## src/chiplet_control_register_bank_unit_assert.svh

```systemverilog
// Assertion macros used by the register bank RTL.
// Each macro expands to one labeled concurrent assertion that is
// disabled while reset is high.
`ifndef CHIPLET_CONTROL_REGISTER_BANK_UNIT_ASSERT_SVH
`define CHIPLET_CONTROL_REGISTER_BANK_UNIT_ASSERT_SVH

// Consequent checked in the same cycle as the antecedent.
`define CRBU_ASSERT_NOW(lbl, clk, rst, ante, cons) \
   lbl: assert property (@(posedge clk) disable iff (rst) (ante) |-> (cons)) \
      else $error("register bank assertion failed");

// Consequent checked in the cycle after the antecedent.
`define CRBU_ASSERT_NEXT(lbl, clk, rst, ante, cons) \
   lbl: assert property (@(posedge clk) disable iff (rst) (ante) |=> (cons)) \
      else $error("register bank assertion failed");

`endif

```

## src/crbu_pkg.sv

```systemverilog
// ----------------------------------------------------------------------------
// crbu_pkg
// Types and constants of the control register bank: register numbers,
// access codes, status codes and the decode record.
// ----------------------------------------------------------------------------
package crbu_pkg;

   localparam int DATA_WIDTH = 64;
   localparam int REG_NUM_WIDTH = 10;

   // Fixed register numbers.
   localparam logic [REG_NUM_WIDTH-1:0] REG_CONF0      = 10'h008;
   localparam logic [REG_NUM_WIDTH-1:0] REG_CONF0_SET  = 10'h018;
   localparam logic [REG_NUM_WIDTH-1:0] REG_CONF0_CLR  = 10'h028;
   localparam logic [REG_NUM_WIDTH-1:0] REG_CONF1      = 10'h009;
   localparam logic [REG_NUM_WIDTH-1:0] REG_CONF1_SET  = 10'h019;
   localparam logic [REG_NUM_WIDTH-1:0] REG_CONF1_CLR  = 10'h029;
   localparam logic [REG_NUM_WIDTH-1:0] REG_STATUS     = 10'h100;
   localparam logic [REG_NUM_WIDTH-1:0] REG_MASK       = 10'h101;
   localparam logic [REG_NUM_WIDTH-1:0] REG_PROTECT    = 10'h3FE;
   localparam logic [REG_NUM_WIDTH-1:0] REG_LOCK       = 10'h3FF;
   localparam logic [REG_NUM_WIDTH-1:0] SET_ALIAS_BASE = 10'h010;
   localparam logic [REG_NUM_WIDTH-1:0] CLR_ALIAS_BASE = 10'h020;

   localparam logic [DATA_WIDTH-1:0] ALL_ONES = '1;

   // Access kind carried by the request.
   localparam logic OPCODE_READ  = 1'b0;
   localparam logic OPCODE_WRITE = 1'b1;

   typedef enum logic [1:0] {
      STATUS_OK            = 2'd0,
      STATUS_WRITE_ONLY    = 2'd1,
      STATUS_UNIMPLEMENTED = 2'd2
   } access_status_type;

   typedef enum logic [1:0] {
      KIND_PLAIN = 2'd0,
      KIND_SET   = 2'd1,
      KIND_CLEAR = 2'd2
   } write_kind_type;

   typedef struct packed {
      logic           plain_hit;
      logic           alias_hit;
      write_kind_type kind;
   } decode_type;

   typedef enum logic {
      STATE_IDLE = 1'b0,
      STATE_EXEC = 1'b1
   } state_type;

endpackage

```

## src/chiplet_control_register_bank_unit.sv

```systemverilog
// ----------------------------------------------------------------------------
// chiplet_control_register_bank_unit
// Bank of 64-bit control registers with set-bit and clear-bit aliases.
// ----------------------------------------------------------------------------
// Usage:
//   A request transfer happens at a rising edge with start high and busy
//   low; it carries the opcode, the register number and the write data.
//   The request is decoded and its storage entry read in the cycle of the
//   transfer. In the following cycle busy is high, the old value is
//   combined with the write data and written back, and the result is
//   registered. The result is on rsp_read_data and rsp_access_status for
//   one cycle with rsp_valid high, out of the result register. No request
//   is taken while busy is high: the read of the storage memory is
//   followed by its write-back, and busy keeps the next read from meeting
//   a write still pending to the same entry.
//   A new request may be presented in the cycle the result is shown.
//   The receiver cannot stall; every result is taken in its cycle.
//   Reset clears the valid bits of the storage, so every register reads
//   as zero until written, and drops any request in progress.
// ----------------------------------------------------------------------------
module chiplet_control_register_bank_unit
   import crbu_pkg::*;
#(
   parameter int CONTROL_WORD_COUNT = 6
) (
   input  logic                     clock,
   input  logic                     reset,
   input  logic                     start,
   output logic                     busy,
   input  logic                     req_opcode,
   input  logic [REG_NUM_WIDTH-1:0] req_register_number,
   input  logic [DATA_WIDTH-1:0]    req_write_data,
   output logic                     rsp_valid,
   output logic [DATA_WIDTH-1:0]    rsp_read_data,
   output logic [1:0]               rsp_access_status
);

`include "chiplet_control_register_bank_unit_assert.svh"

   localparam int DEPTH = CONTROL_WORD_COUNT + 6;
   localparam int IW    = $clog2(DEPTH);

   state_type              state_ff, state_in;
   decode_type             dec;
   logic [IW-1:0]          dec_index;
   decode_type             decode_ff;
   logic [IW-1:0]          index_ff;
   logic                   opcode_ff;
   logic [DATA_WIDTH-1:0]  wdata_ff;
   logic                   accept;
   logic [DATA_WIDTH-1:0]  old_value;
   logic                   mem_wr_en;
   logic [DATA_WIDTH-1:0]  new_value;
   logic [DATA_WIDTH-1:0]  result_data;
   access_status_type      result_status;
   logic                   rsp_valid_ff;
   logic [DATA_WIDTH-1:0]  rsp_data_ff;
   access_status_type      rsp_status_ff;

   crbu_decode #(
      .CONTROL_WORD_COUNT(CONTROL_WORD_COUNT)
   ) u_decode (
      .register_number(req_register_number),
      .decode         (dec),
      .entry_index    (dec_index)
   );

   crbu_mem #(
      .DEPTH(DEPTH)
   ) u_mem (
      .clock  (clock),
      .reset  (reset),
      .rd_en  (accept),
      .rd_addr(dec_index),
      .rd_data(old_value),
      .wr_en  (mem_wr_en),
      .wr_addr(index_ff),
      .wr_data(new_value)
   );

   // State register.
   always_ff @(posedge clock) begin
      if (reset) begin
         state_ff <= STATE_IDLE;
      end else begin
         state_ff <= state_in;
      end
   end

   // Next state and handshake.
   always_comb begin
      state_in = state_ff;
      busy     = 1'b0;
      accept   = 1'b0;
      unique case (state_ff)
         STATE_IDLE: begin
            accept = start;
            if (start) begin
               state_in = STATE_EXEC;
            end
         end
         STATE_EXEC: begin
            busy     = 1'b1;
            state_in = STATE_IDLE;
         end
         default: begin
            state_in = STATE_IDLE;
         end
      endcase
   end

   // Request capture at the transfer.
   always_ff @(posedge clock) begin
      if (accept) begin
         decode_ff <= dec;
         index_ff  <= dec_index;
         opcode_ff <= req_opcode;
         wdata_ff  <= req_write_data;
      end
   end

   // Modify step: merge the old value with the write data.
   always_comb begin
      case (decode_ff.kind)
         KIND_SET:   new_value = old_value | wdata_ff;
         KIND_CLEAR: new_value = old_value & ~wdata_ff;
         default:    new_value = wdata_ff;
      endcase
   end

   assign mem_wr_en = busy && (opcode_ff == OPCODE_WRITE) &&
                      (decode_ff.plain_hit || decode_ff.alias_hit);

   // Result value and status.
   always_comb begin
      if (opcode_ff == OPCODE_WRITE) begin
         result_data   = '0;
         result_status = (decode_ff.plain_hit || decode_ff.alias_hit) ?
                         STATUS_OK : STATUS_UNIMPLEMENTED;
      end else if (decode_ff.plain_hit) begin
         result_data   = old_value;
         result_status = STATUS_OK;
      end else if (decode_ff.alias_hit) begin
         result_data   = ALL_ONES;
         result_status = STATUS_WRITE_ONLY;
      end else begin
         result_data   = ALL_ONES;
         result_status = STATUS_UNIMPLEMENTED;
      end
   end

   // Result register: one strobe per request.
   always_ff @(posedge clock) begin
      if (reset) begin
         rsp_valid_ff <= 1'b0;
      end else begin
         rsp_valid_ff <= busy;
      end
   end

   always_ff @(posedge clock) begin
      if (busy) begin
         rsp_data_ff   <= result_data;
         rsp_status_ff <= result_status;
      end
   end

   assign rsp_valid         = rsp_valid_ff;
   assign rsp_read_data     = rsp_data_ff;
   assign rsp_access_status = rsp_status_ff;

   // Checks on sequencing and result encoding.
   `CRBU_ASSERT_NEXT(a_accept_busy, clock, reset, start && !busy, busy)
   `CRBU_ASSERT_NEXT(a_exec_result, clock, reset, busy, rsp_valid && !busy)
   `CRBU_ASSERT_NOW(a_write_in_exec, clock, reset, mem_wr_en,
                    busy && opcode_ff == OPCODE_WRITE)
   `CRBU_ASSERT_NOW(a_wonly_ones, clock, reset,
                    rsp_valid && rsp_access_status == STATUS_WRITE_ONLY,
                    rsp_read_data == ALL_ONES)

endmodule

```

## src/crbu_decode.sv

```systemverilog
// ----------------------------------------------------------------------------
// crbu_decode
// Address decoder: maps a register number to a storage entry and tells
// whether it is a plain register, a set or clear alias, or unmapped.
// ----------------------------------------------------------------------------
module crbu_decode
   import crbu_pkg::*;
#(
   parameter int CONTROL_WORD_COUNT = 6
) (
   input  logic [REG_NUM_WIDTH-1:0]                   register_number,
   output decode_type                                 decode,
   output logic [$clog2(CONTROL_WORD_COUNT+6)-1:0]    entry_index
);

   localparam int IW = $clog2(CONTROL_WORD_COUNT + 6);

   // Entry layout: control words first, then the six single words.
   localparam logic [IW-1:0] IDX_CONF0   = IW'(CONTROL_WORD_COUNT);
   localparam logic [IW-1:0] IDX_CONF1   = IW'(CONTROL_WORD_COUNT + 1);
   localparam logic [IW-1:0] IDX_STATUS  = IW'(CONTROL_WORD_COUNT + 2);
   localparam logic [IW-1:0] IDX_MASK    = IW'(CONTROL_WORD_COUNT + 3);
   localparam logic [IW-1:0] IDX_PROTECT = IW'(CONTROL_WORD_COUNT + 4);
   localparam logic [IW-1:0] IDX_LOCK    = IW'(CONTROL_WORD_COUNT + 5);

   localparam logic [REG_NUM_WIDTH-1:0] CW_COUNT = REG_NUM_WIDTH'(CONTROL_WORD_COUNT);

   logic [REG_NUM_WIDTH-1:0] set_offset;
   logic [REG_NUM_WIDTH-1:0] clr_offset;

   assign set_offset = register_number - SET_ALIAS_BASE;
   assign clr_offset = register_number - CLR_ALIAS_BASE;

   // Plain control words and control aliases are ranges; the rest are fixed.
   always_comb begin
      decode.plain_hit = 1'b0;
      decode.alias_hit = 1'b0;
      decode.kind      = KIND_PLAIN;
      entry_index      = '0;
      if (register_number < CW_COUNT) begin
         decode.plain_hit = 1'b1;
         entry_index      = IW'(register_number);
      end else if (register_number >= SET_ALIAS_BASE && set_offset < CW_COUNT) begin
         decode.alias_hit = 1'b1;
         decode.kind      = KIND_SET;
         entry_index      = IW'(set_offset);
      end else if (register_number >= CLR_ALIAS_BASE && clr_offset < CW_COUNT) begin
         decode.alias_hit = 1'b1;
         decode.kind      = KIND_CLEAR;
         entry_index      = IW'(clr_offset);
      end else begin
         unique case (register_number)
            REG_CONF0: begin
               decode.plain_hit = 1'b1;
               entry_index      = IDX_CONF0;
            end
            REG_CONF1: begin
               decode.plain_hit = 1'b1;
               entry_index      = IDX_CONF1;
            end
            REG_STATUS: begin
               decode.plain_hit = 1'b1;
               entry_index      = IDX_STATUS;
            end
            REG_MASK: begin
               decode.plain_hit = 1'b1;
               entry_index      = IDX_MASK;
            end
            REG_PROTECT: begin
               decode.plain_hit = 1'b1;
               entry_index      = IDX_PROTECT;
            end
            REG_LOCK: begin
               decode.plain_hit = 1'b1;
               entry_index      = IDX_LOCK;
            end
            REG_CONF0_SET: begin
               decode.alias_hit = 1'b1;
               decode.kind      = KIND_SET;
               entry_index      = IDX_CONF0;
            end
            REG_CONF0_CLR: begin
               decode.alias_hit = 1'b1;
               decode.kind      = KIND_CLEAR;
               entry_index      = IDX_CONF0;
            end
            REG_CONF1_SET: begin
               decode.alias_hit = 1'b1;
               decode.kind      = KIND_SET;
               entry_index      = IDX_CONF1;
            end
            REG_CONF1_CLR: begin
               decode.alias_hit = 1'b1;
               decode.kind      = KIND_CLEAR;
               entry_index      = IDX_CONF1;
            end
            default: begin
               decode.plain_hit = 1'b0;
            end
         endcase
      end
   end

endmodule

```

## src/crbu_mem.sv

```systemverilog
// ----------------------------------------------------------------------------
// crbu_mem
// Register storage: a small synchronous memory with one registered read
// port and one write port. A valid bit per entry makes entries that were
// never written since reset read as zero.
// ----------------------------------------------------------------------------
module crbu_mem
   import crbu_pkg::*;
#(
   parameter int DEPTH = 12
) (
   input  logic                     clock,
   input  logic                     reset,
   input  logic                     rd_en,
   input  logic [$clog2(DEPTH)-1:0] rd_addr,
   output logic [DATA_WIDTH-1:0]    rd_data,
   input  logic                     wr_en,
   input  logic [$clog2(DEPTH)-1:0] wr_addr,
   input  logic [DATA_WIDTH-1:0]    wr_data
);

   logic [DATA_WIDTH-1:0] mem [DEPTH];
   logic [DEPTH-1:0]      valid_ff;
   logic [DATA_WIDTH-1:0] rd_data_ff;
   logic                  rd_valid_ff;

   // Storage array and registered read data.
   always_ff @(posedge clock) begin
      if (wr_en) begin
         mem[wr_addr] <= wr_data;
      end
      if (rd_en) begin
         rd_data_ff <= mem[rd_addr];
      end
   end

   // Valid bits are cleared by reset; the read samples the entry's bit.
   always_ff @(posedge clock) begin
      if (reset) begin
         valid_ff    <= '0;
         rd_valid_ff <= 1'b0;
      end else begin
         if (wr_en) begin
            valid_ff[wr_addr] <= 1'b1;
         end
         if (rd_en) begin
            rd_valid_ff <= valid_ff[rd_addr];
         end
      end
   end

   assign rd_data = rd_valid_ff ? rd_data_ff : '0;

endmodule

```

## config.mk

```make
export PLATFORM = sky130hd
export DESIGN_NAME = chiplet_control_register_bank_unit
export DESIGN_NICKNAME = d
export VERILOG_FILES = /design/src/crbu_pkg.sv /design/src/chiplet_control_register_bank_unit.sv /design/src/crbu_decode.sv /design/src/crbu_mem.sv
export VERILOG_INCLUDE_DIRS = /design/src /design/src/src
export SDC_FILE = /design/constraint.sdc
export NUM_CORES = 1
export LEC_CHECK = 0
export BUFFER_PORTS_ARGS = -buffer_cell sky130_fd_sc_hd__buf_2
export CAP_MARGIN = 20
export CORE_AREA = 8 8 271 273
export DETAILED_ROUTE_END_ITERATION = 7
export DIE_AREA = 0 0 279 281
export PLACE_DENSITY_LB_ADDON = 0.25
export SLEW_MARGIN = 0
export SYNTH_ARGS = -nofsm -noshare
export SYNTH_HDL_FRONTEND = slang
export SYNTH_SLANG_ARGS = --single-unit
```

## constraint.sdc

```tcl
create_clock -name clock -period 16.55 [get_ports clock]
set_input_delay 0.8275 -clock clock [delete_from_list [all_inputs] [get_ports clock]]
set_output_delay 0.8275 -clock clock [all_outputs]
set_load 0.05 [all_outputs]
```

## Yosys cells after proc, flatten, opt, wreduce, memory -nomap -nowiden

Memory sizes are Yosys's and may differ from the RTL's. A register that Yosys moved wholly into a read port is not among the register bits.
Cells that the tools add are included.

| word-level totals | value |
|---|---|
| bits in registers | 154 |
| memory bits (writable) | 768 |
| output and inout bits | 68 |
| logic and storage cells | 80 |
| memories | 1 |

| operators by class | value |
|---|---|
| add/sub/neg operators | 2 |
| $lt $le $gt $ge | 8 |
| equal/unequal tests | 12 |
| mux-type cells | 27 |
| bitwise logic cells | 5 |
| reduce and logical (&&, ||, !) cells | 12 |

Memories:

| name | depth | bits a word | read ports | clocked after Yosys merged registers in | wr ports | RTL line | RTL |
|---|---|---|---|---|---|---|---|
| u_mem.mem | 12 | 64 | 1 | 1 | 1 | crbu_mem.sv:22 | `logic [DATA_WIDTH-1:0] mem [DEPTH];` |

Operators with widths:

| kind | count |
|---|---|
| 64-bit 2-to-1 mux | 2 |
| 64-bit one-hot mux with 2 select lines | 1 |
| 64-bit bitwise AND | 1 |
| 64-bit inverter | 1 |
| 64-bit OR | 1 |
| 10-bit by 3-bit < comparator with 1-bit output, second input constant | 3 |
| 4-bit one-hot mux with 6 select lines | 1 |
| 10-bit equality test, second input constant | 2 |
| 10-bit by 4-bit equality test with 1-bit output, second input constant | 2 |
| 10-bit by 5-bit equality test with 1-bit output, second input constant | 2 |
| 10-bit by 6-bit equality test with 1-bit output, second input constant | 2 |
| 10-bit by 9-bit equality test with 1-bit output, second input constant | 2 |
| 4-bit 2-to-1 mux | 3 |
| 12-bit OR | 1 |
| 10-bit by 5-bit greater-or-equal comparator with 1-bit output, second input constant | 1 |
| 10-bit by 6-bit greater-or-equal comparator with 1-bit output, second input constant | 1 |
| 4-bit by 5-bit < comparator with 1-bit output, second input constant | 2 |
| 1-bit 2-to-1 mux | 10 |
| 10-bit by 5-bit subtractor with 10-bit output, second input constant | 1 |
| 10-bit by 6-bit subtractor with 10-bit output, second input constant | 1 |
| 2-bit 2-to-1 mux | 4 |
| 3-bit 2-to-1 mux | 2 |
| 3-bit one-hot mux with 2 select lines | 1 |
| 2-bit OR reduction | 3 |
| other kinds (11) | 16 |

## Longest topological paths before layout

Gate-level depths: netlist (run 1).

| logic depth | value |
|---|---|
| depth after elaboration | 8 |
| mapped depth | 13 |

## Cells and area by module

Synthesis (run 1) repeated with hierarchy kept, for this count alone.

| second synthesis, totals | value |
|---|---|
| cell total of the unflattened synthesis | 1967 |
| area, all modules | 38688.4 sq um |

By module, submodules not included:

| module | instances | cells each | area an instance (sq um) |
|---|---|---|---|
| crbu_mem | 1 | 1422 | 31945.6 |
| chiplet_control_register_bank_unit | 1 | 507 | 6467.5 |
| crbu_decode | 1 | 38 | 275.3 |

## Worst setup path after synthesis (run 1)

OpenSTA, ideal clock, no wires.

| timing path | value |
|---|---|
| path kind | register to register |
| from | reg state_ff |
| to | mem u_mem.mem[8][0] (enable) |
| library setup time | 0.567 ns |
| data arrival time | 7.402 ns |
| required time | 15.983 ns |
| setup slack | 8.581 ns |
| cell stages (with the launch flop) | 4 |
| clock period less this slack | 7.969 ns |
| cell sequence | dfxtp_1 > o211ai_1 > or3b_2 > nor3_1 |

| on the way | value |
|---|---|
| word-level cells in the longest chain between the ends | 5 |

Ends and longest elaborated chain:

| what | RTL line | RTL |
|---|---|---|
| from (decl) | chiplet_control_register_bank_unit.sv:43 | `state_type state_ff, state_in;` |
| from (signal assigned) | chiplet_control_register_bank_unit.sv:86 | `state_ff <= state_in;` |
| 1-bit 2-to-1 mux | chiplet_control_register_bank_unit.sv:95 | `unique case (state_ff)` |
| 1-bit logical AND (2 in a row) | chiplet_control_register_bank_unit.sv:131 | `assign mem_wr_en = busy && (opcode_ff == OPCODE_WRITE) &&` |
| 1-bit 2-to-1 mux | crbu_mem.sv:29 | `if (wr_en) begin` |
| 1-bit 2-to-1 mux (not written as such) | crbu_mem.sv:30 | `mem[wr_addr] <= wr_data;` |
| to (decl) | crbu_mem.sv:22 |  |

Every way passes these cells.

## Worst setup path in the final report (run 1)

| timing path | value |
|---|---|
| from | in req_register_number[5] |
| to | reg u_mem.rd_data_ff[2], read port of u_mem.mem, data pin |

| on the way | value |
|---|---|
| word-level cells in the longest chain between the ends | 6 |
| elaborated cells on any way between the ends | 25 |
| those cells by class | 2 x add/sub; 5 x order compare; 10 x eq/ne; 4 x mux; 4 x reduce/logical |

Ends and longest elaborated chain:

| what | RTL line | RTL |
|---|---|---|
| from (decl) | chiplet_control_register_bank_unit.sv:31 | `input logic [REG_NUM_WIDTH-1:0] req_register_number,` |
| 10-bit by 6-bit subtractor with 10-bit output (tied with other cells) | crbu_decode.sv:32 | `assign clr_offset = register_number - CLR_ALIAS_BASE;` |
| 10-bit by 3-bit < comparator with 1-bit output or 3-bit OR reduction (tied branches) | - |  |
| 1-bit logical AND or 4-bit one-hot mux with 6 select lines (tied branches) | crbu_decode.sv:47, crbu_decode.sv:52 |  |
| 4-bit 2-to-1 mux | crbu_decode.sv:47 | `end else if (register_number >= CLR_ALIAS_BASE && clr_offset < CW_COUNT) begin` |
| 4-bit 2-to-1 mux | crbu_decode.sv:43 | `end else if (register_number >= SET_ALIAS_BASE && set_offset < CW_COUNT) begin` |
| 4-bit 2-to-1 mux * | crbu_decode.sv:40 | `if (register_number < CW_COUNT) begin` |
| to (decl) | crbu_mem.sv:24 | `logic [DATA_WIDTH-1:0] rd_data_ff;` |

Mark *: on every way between the ends. The rest lies on a longest branch, timed or not.
A chain may end at the register's enable or synchronous reset.

==> results of run 1 <==
[per-layer routing]
| layer | routed length, um | vias to the layer above | track usage |
|---|---|---|---|
| met1 | 38000 | 11200 | 0.319 |
| met2 | 45800 | 1061 | 0.395 |
| met5 | 0 | - | 0 |
| met3 | 7670 | 153 | 0.0374 |
| met4 | 2120 | 0 | 0.0697 |
| li1 | - | 9724 | - |
[registers in the layout, indices dropped and copies added (netlist names)]
name / count
u_mem.rd_valid_ff: 1
wdata_ff: 64
index_ff: 4
decode_ff: 4
rsp_valid: 1
rsp_read_data: 64
state_ff: 1
u_mem.mem: 768
u_mem.rd_data_ff: 64
opcode_ff: 1
rsp_access_status: 2
u_mem.valid_ff: 12
[cell type report]
| class | instances | area share |
|---|---|---|
| clock inverters | 51 | 0.0118 |
| well taps | 940 | 0.0272 |
| repair buffers | 190 | 0.0246 |
| multi-input cells | 1341 | 0.193 |
| clock buffers | 131 | 0.0613 |
| flip-flops and latches | 986 | 0.681 |
| inverters | 10 | 0.00104 |
[worst max-delay path: stages]
cell	delay [ns]
buf_2	0.13
inv_1	0.08
ha_1	0.22
xnor2_1	0.15
a31oi_1	0.16
a21bo_2	0.26
a211o_1	0.36
nand2_8	0.53
buf_4	0.77
buf_4	0.88
mux2i_1	0.25
o21ai_0	0.11
o211a_1	0.29
[final timing paths]
check,end,slack (ns)
setup reg to reg,u_mem.mem[9][59]$_DFFE_PP_,12.60
hold / removal,wdata_ff[53]$_DFFE_PP_,0.35
hold reg to reg,u_mem.valid_ff[6]$_SDFFE_PP0P_,0.48
setup / recovery,u_mem.rd_data_ff[2]$_DFFE_PP_,11.76
[cells in the final DEF, fill, tap and decap left out, drive strengths merged, types with 2 or more instances in the layout]
| cell type | synthesis | final |
|---|---|---|
| a21oi | 211 | 211 |
| a22oi | 63 | 63 |
| a32oi | 65 | 65 |
| and3 | 2 | 2 |
| buf | 68 | 190 |
| bufinv | 0 | 10 |
| clkbuf | 79 | 131 |
| clkinv | 0 | 34 |
| clkinvlp | 0 | 5 |
| dfxtp | 15 | 15 |
| edfxtp | 971 | 971 |
| ha | 4 | 4 |
| inv | 10 | 12 |
| mux2i | 246 | 246 |
| nand2 | 369 | 369 |
| nand2b | 68 | 68 |
| nand3 | 9 | 9 |
| nor2 | 169 | 169 |
| nor2b | 5 | 5 |
| nor3 | 5 | 5 |
| nor3b | 2 | 2 |
| nor4 | 3 | 3 |
| o211a | 41 | 41 |
| o21ai | 36 | 36 |
| o311a | 23 | 23 |
| or2 | 2 | 2 |
| or3 | 2 | 2 |
| xnor2 | 2 | 2 |
[where the power goes]
group / switching (mW) / internal (mW) / leakage (nW)
registers: 0.0163 / 2.80 / 9.03
clock network: 0.906 / 1.28 / 1.53
logic: 0.149 / 0.0421 / 5.44
total: 1.07 / 4.12 / 16.0
[cells by family (layout without fill, tap and decap cells)]
kind of cell,count (synthesis),count (layout),share of synthesized area
flops,986,986,0.767
simple gates,641,641,0.0698
compound gates,448,448,0.0780
mux,246,246,0.0641
buf+inv,157,382,0.0192
fa+ha+maj,4,4,0.00130
xor+xnor,2,2,0.000456
==> results.toml, run 1 <==
[cts]
cts_tree = "done"
postCtsSetupBuffers = 0
clkTransAtPathRegs_ns = 0.06
clk_latency_ns = 0.65
root_buffer = "clkbuf_16"
cts_hold_buf = 0
cts_resized = 0
cts.sinks = 986
cts_buffers = 98
clk_path_buf_depth = 3
cts.htree.levels = 3

[cells_and_area]
layout.nets = 2709
final_util = 0.624
syn2layout_area_growth_pct = 12.7
drive_gt1_frac = 0.131
multiInputGateArea_um2 = 8350
instances_no_fill = 3649
antenna_cells = 0
seqCellArea_um2 = 29500
fillers = 4941
fin_area_um2 = 43300

[power]
powerDensity_nw_per_um2 = 120
total_power_mw = 5.20
peakVddDrop_v = 0.0000758
p_leak_nw = 16.0

[worst_setup_path]
rr_worst_depth = 4
cp_max_fo = 83
crit_path_start = "req_register_number[5]"
cp-end-kind = "register"
cp-start-kind = "input port"
required_ns = 16.95
r2r_start = "state_ff$_SDFF_PP0_"
cp_data_arrival_time_ns = 5.19
critPathKind = "in2reg"

[place]
hpwl_mm = 47.2
portBuffers = 145
dp.cells = 3467
place_congestion = 0.778
post-place-ws_ns = 11.18
placed_area_um2 = 40100

[floorplan]
coreArea_um2 = 69300
chipHeight_um = 281
rows = 97
start_util = 0.554
dieArea_um2 = 78400
die_x_um = 279
io_pins = 146

[drt]
drc = 0
drtIter0Drc = 2468
num_vias = 22200
wl_per_cell_um = 25.7
firstDrtPassIters = 6
ant_nets = 0
routed_wl_mm = 93.6
via_per_inst = 6.07

[global_route]
antenna_found_initial = 1
grt_max_degree = 89
overflow = 0
first_global_vias = 22300
grt_pass1_wl_mm = 139
grt_usage = 0.235

[logic_synthesis]
async_reset_ff_frac = 0
ys.flop_type = "edfxtp_1"
synth_common_cells = "edfxtp_1 (971), nand2_1 (368), mux2i_1 (246)"
post-synth-top-count-cell = "edfxtp_1"
postSynthAreaPerCell_um2 = 15.5
syn_area_um2 = 38400
synthTopCellsByArea = "edfxtp_1 (76%), mux2i_1 (6.4%), nand2_1 (3.6%)"
synth.distinct_cells = 47
synth_top_area_frac = 0.759
synth_largest_area_cell = "edfxtp_1"
yosys_register_bits = 986
yosysSeqAreaShare = 0.767
ys_warn_count = 0
synth_edf_count = 971
syn_nets = 2566
netlist_instances = 2484

[sta]
whs_ns = 0.348
hold_viol_final = 0
fmax_mhz = 209
tightest_slew_ns = 1.16
slew_viol_final = 0
max-slew-margin-rel = 0.227
rsz0062_at_grt = "no"
fin_crit_ns = 4.79
fin_tns_setup_ns = 0
setup_viol = 0
min_period_over_period = 0.289
fin_worst_skew_ns = 0.0313
worst_slack_ns = 11.76

[min_path]
holdCritStartpoint = "req_write_data[53]"
hold_path_depth = 1
min_path_type = "in2reg"

[job]
cap_violations = 0

[outcome]
status = "finished clean"
Power figures use the tool's default switching activity.
==> run 2, diff against run 1 <==
--- a/config.mk
+++ b/config.mk
@@ -8,9 +8,9 @@
 export LEC_CHECK = 0
 export BUFFER_PORTS_ARGS = -buffer_cell sky130_fd_sc_hd__buf_2
 export CAP_MARGIN = 20
-export CORE_AREA = 8 8 271 273
+export CORE_AREA = 8 8 274 276
 export DETAILED_ROUTE_END_ITERATION = 7
-export DIE_AREA = 0 0 279 281
+export DIE_AREA = 0 0 282 284
 export PLACE_DENSITY_LB_ADDON = 0.25
 export SLEW_MARGIN = 0
 export SYNTH_ARGS = -nofsm -noshare
==> constraint.sdc (replaced) <==
create_clock -name clock -period 4 [get_ports clock]
set_input_delay 0.2 -clock clock [delete_from_list [all_inputs] [get_ports clock]]
set_output_delay 0.2 -clock clock [all_outputs]
set_load 0.05 [all_outputs]
==> results.toml, run 2 (synthesis gave the netlist of run 1 again) <==
[worst_setup_path]
cp-end-kind = "register"
reg2reg_setup_slack_ns = 1.11
cp_cell_sequence = "o211ai_1, or3b_2, nor3_4, buf_4"
cp-start-kind = "register"
cp_max_fo = 31
cp_data_arrival_time_ns = 3.17
r2r_start = "decode_ff[2]$_SDFFCE_PP0P_"
worstSetupEndpoint = "u_mem.mem[8][4]$_DFFE_PP_"
rr_endpoint = "u_mem.mem[8][4]$_DFFE_PP_"
crit_path_start = "decode_ff[2]$_SDFFCE_PP0P_"
critPathKind = "reg2reg"
crit_path_max_incr_delay_ns = 0.67
rr_worst_depth = 4
slowest_stage = "or3b_2"
required_ns = 4.27

[drt]
routed_wl_mm = 95.8
ant_nets = 0
drtIter0Drc = 2314
drc = 0
num_vias = 22500
wl_per_cell_um = 25.6
firstDrtPassIters = 5
via_per_inst = 6.03

[power]
p_seq_frac = 0.540
p_clk_frac = 0.420
powerDensity_nw_per_um2 = 488
peakVddDrop_v = 0.000306
p_switching_mw = 4.50
p_sw_frac = 0.209
p_leak_nw = 16.4
power_frac_comb = 0.041
power.internal_mw = 17.1

[cells_and_area]
largest_reg_flops = 768
drive_gt1_frac = 0.133
mostFrequentLayoutCells = "edfxtp_1 (971), nand2_1 (368), mux2i_1 (246)"
final_common_cell = "edfxtp_1"
layout.nets = 2787
top_register = "u_mem.mem"
final_util = 0.626
syn2layout_area_growth_pct = 15.3

[global_route]
antenna_found_initial = 3
grt_max_degree = 83
grt_pass1_wl_mm = 142
grt_usage = 0.236
first_global_vias = 22900
overflow = 0

[floorplan]
die_x_um = 282
coreArea_um2 = 70800
io_pins = 146
chipHeight_um = 284
start_util = 0.543
dieArea_um2 = 80100
rows = 98

[sta]
fmax_mhz = 346
whs_ns = 0.0504
fin_tns_setup_ns = 0
rsz0062_at_grt = "no"
slew_viol_final = 0
tightest_slew_ns = 1.16
fin_crit_ns = 2.89
max-slew-margin-rel = 0.227
hold_viol_final = 0
setup_viol = 0
min_period_over_period = 0.723
fin_worst_skew_ns = 0.0286

[cts]
cts.htree.levels = 3
cts_tree = "done"
clk_path_buf_depth = 3
clkTransAtPathRegs_ns = 0.06
cts_buffers = 97
clk_latency_ns = 0.66
postCtsSetupBuffers = 0
cts_resized = 0
cts.sinks = 986
root_buffer = "clkbuf_16"
cts_hold_buf = 66

[place]
hpwl_mm = 47.1
portBuffers = 145
place_congestion = 0.795

[job]
cap_violations = 0

[min_path]
min_path_type = "in2reg"

[outcome]
status = "finished clean"
run 2: changes by cell type in the layout (fill, tap and decap cells not counted), moves of 4 or more:
cell / before / now
buf_12: 0 / 17
buf_4: 45 / 41
clkbuf_1: 29 / 25
dlygate4sd3_1: 0 / 66
run 2: final cells by class:
class | count | area, um^2
timing repair buffer | 269 | 2030
tap | 950 | 1190
fill | 4975 | 26500
antenna | 1 | 2.50
sequential | 986 | 29500
inverter | 10 | 43.8
clock inverter | 56 | 592
multi-input combinational | 1341 | 8380
clock buffer | 125 | 2570
run 2: worst min path at each step:
stage / to / slack [ns] / cells after the start / start
global placement: wdata_ff[62]$_DFFE_PP_ / 0.38 / 1 / req_write_data[62]
detailed placement: wdata_ff[42]$_DFFE_PP_ / 0.38 / 1 / req_write_data[42]
global route: state_ff$_SDFF_PP0_ / 0.04 / 3 / start
finish: state_ff$_SDFF_PP0_ / 0.05 / 3 / start
CTS: state_ff$_SDFF_PP0_ / 0.009 / 3 / start
floorplan: state_ff$_SDFF_PP0_ / 0.27 / 1 / reset
run 2: critical path, delay by kind of cell (launching register included):
family	cells	cell delay, ns
and+or+nand+nor	2	0.95
DFF	1	0.62
buffers and inverters	1	0.58
AOI/OAI and AO/OA	1	0.33
run 2: power groups by stage:
stage                     clock network (mW)  registers [mW]  logic, mW
after CTS                               9.15            11.7      0.877
after detailed placement                   0            11.9      0.823
after global placement                     0            11.9      0.792
after floorplan                            0            12.0      0.387
final                                   9.06            11.7      0.882
after global routing                    9.56            11.7      0.941
run 2: metrics by stage:
| step | std cells | worst slack, ns | cell area, um^2 | total power, mW |
|---|---|---|---|---|
| final | 3738 | 1.11 | 44300 | 21.6 |
| after detailed placement | 3490 | 0.670 | 40400 | 12.7 |
| after global placement | 3490 | 0.774 | 40400 | 12.7 |
| after CTS | 3737 | 1.21 | 44300 | 21.7 |
| after global routing | 3738 | 1.03 | 44300 | 22.2 |
| after floorplan | 2484 | 0.200 | 38500 | 12.3 |
run 2: layer usage:
layer  wire (um)  part of all wire  up-vias  track usage
met4        2460             0.026        0       0.0796
met1       38300              0.40    11400        0.316
met5           0                 0        -            0
li1            -                 -     9888            -
met3        8980             0.094      150       0.0503
met2       46000              0.48     1117        0.382
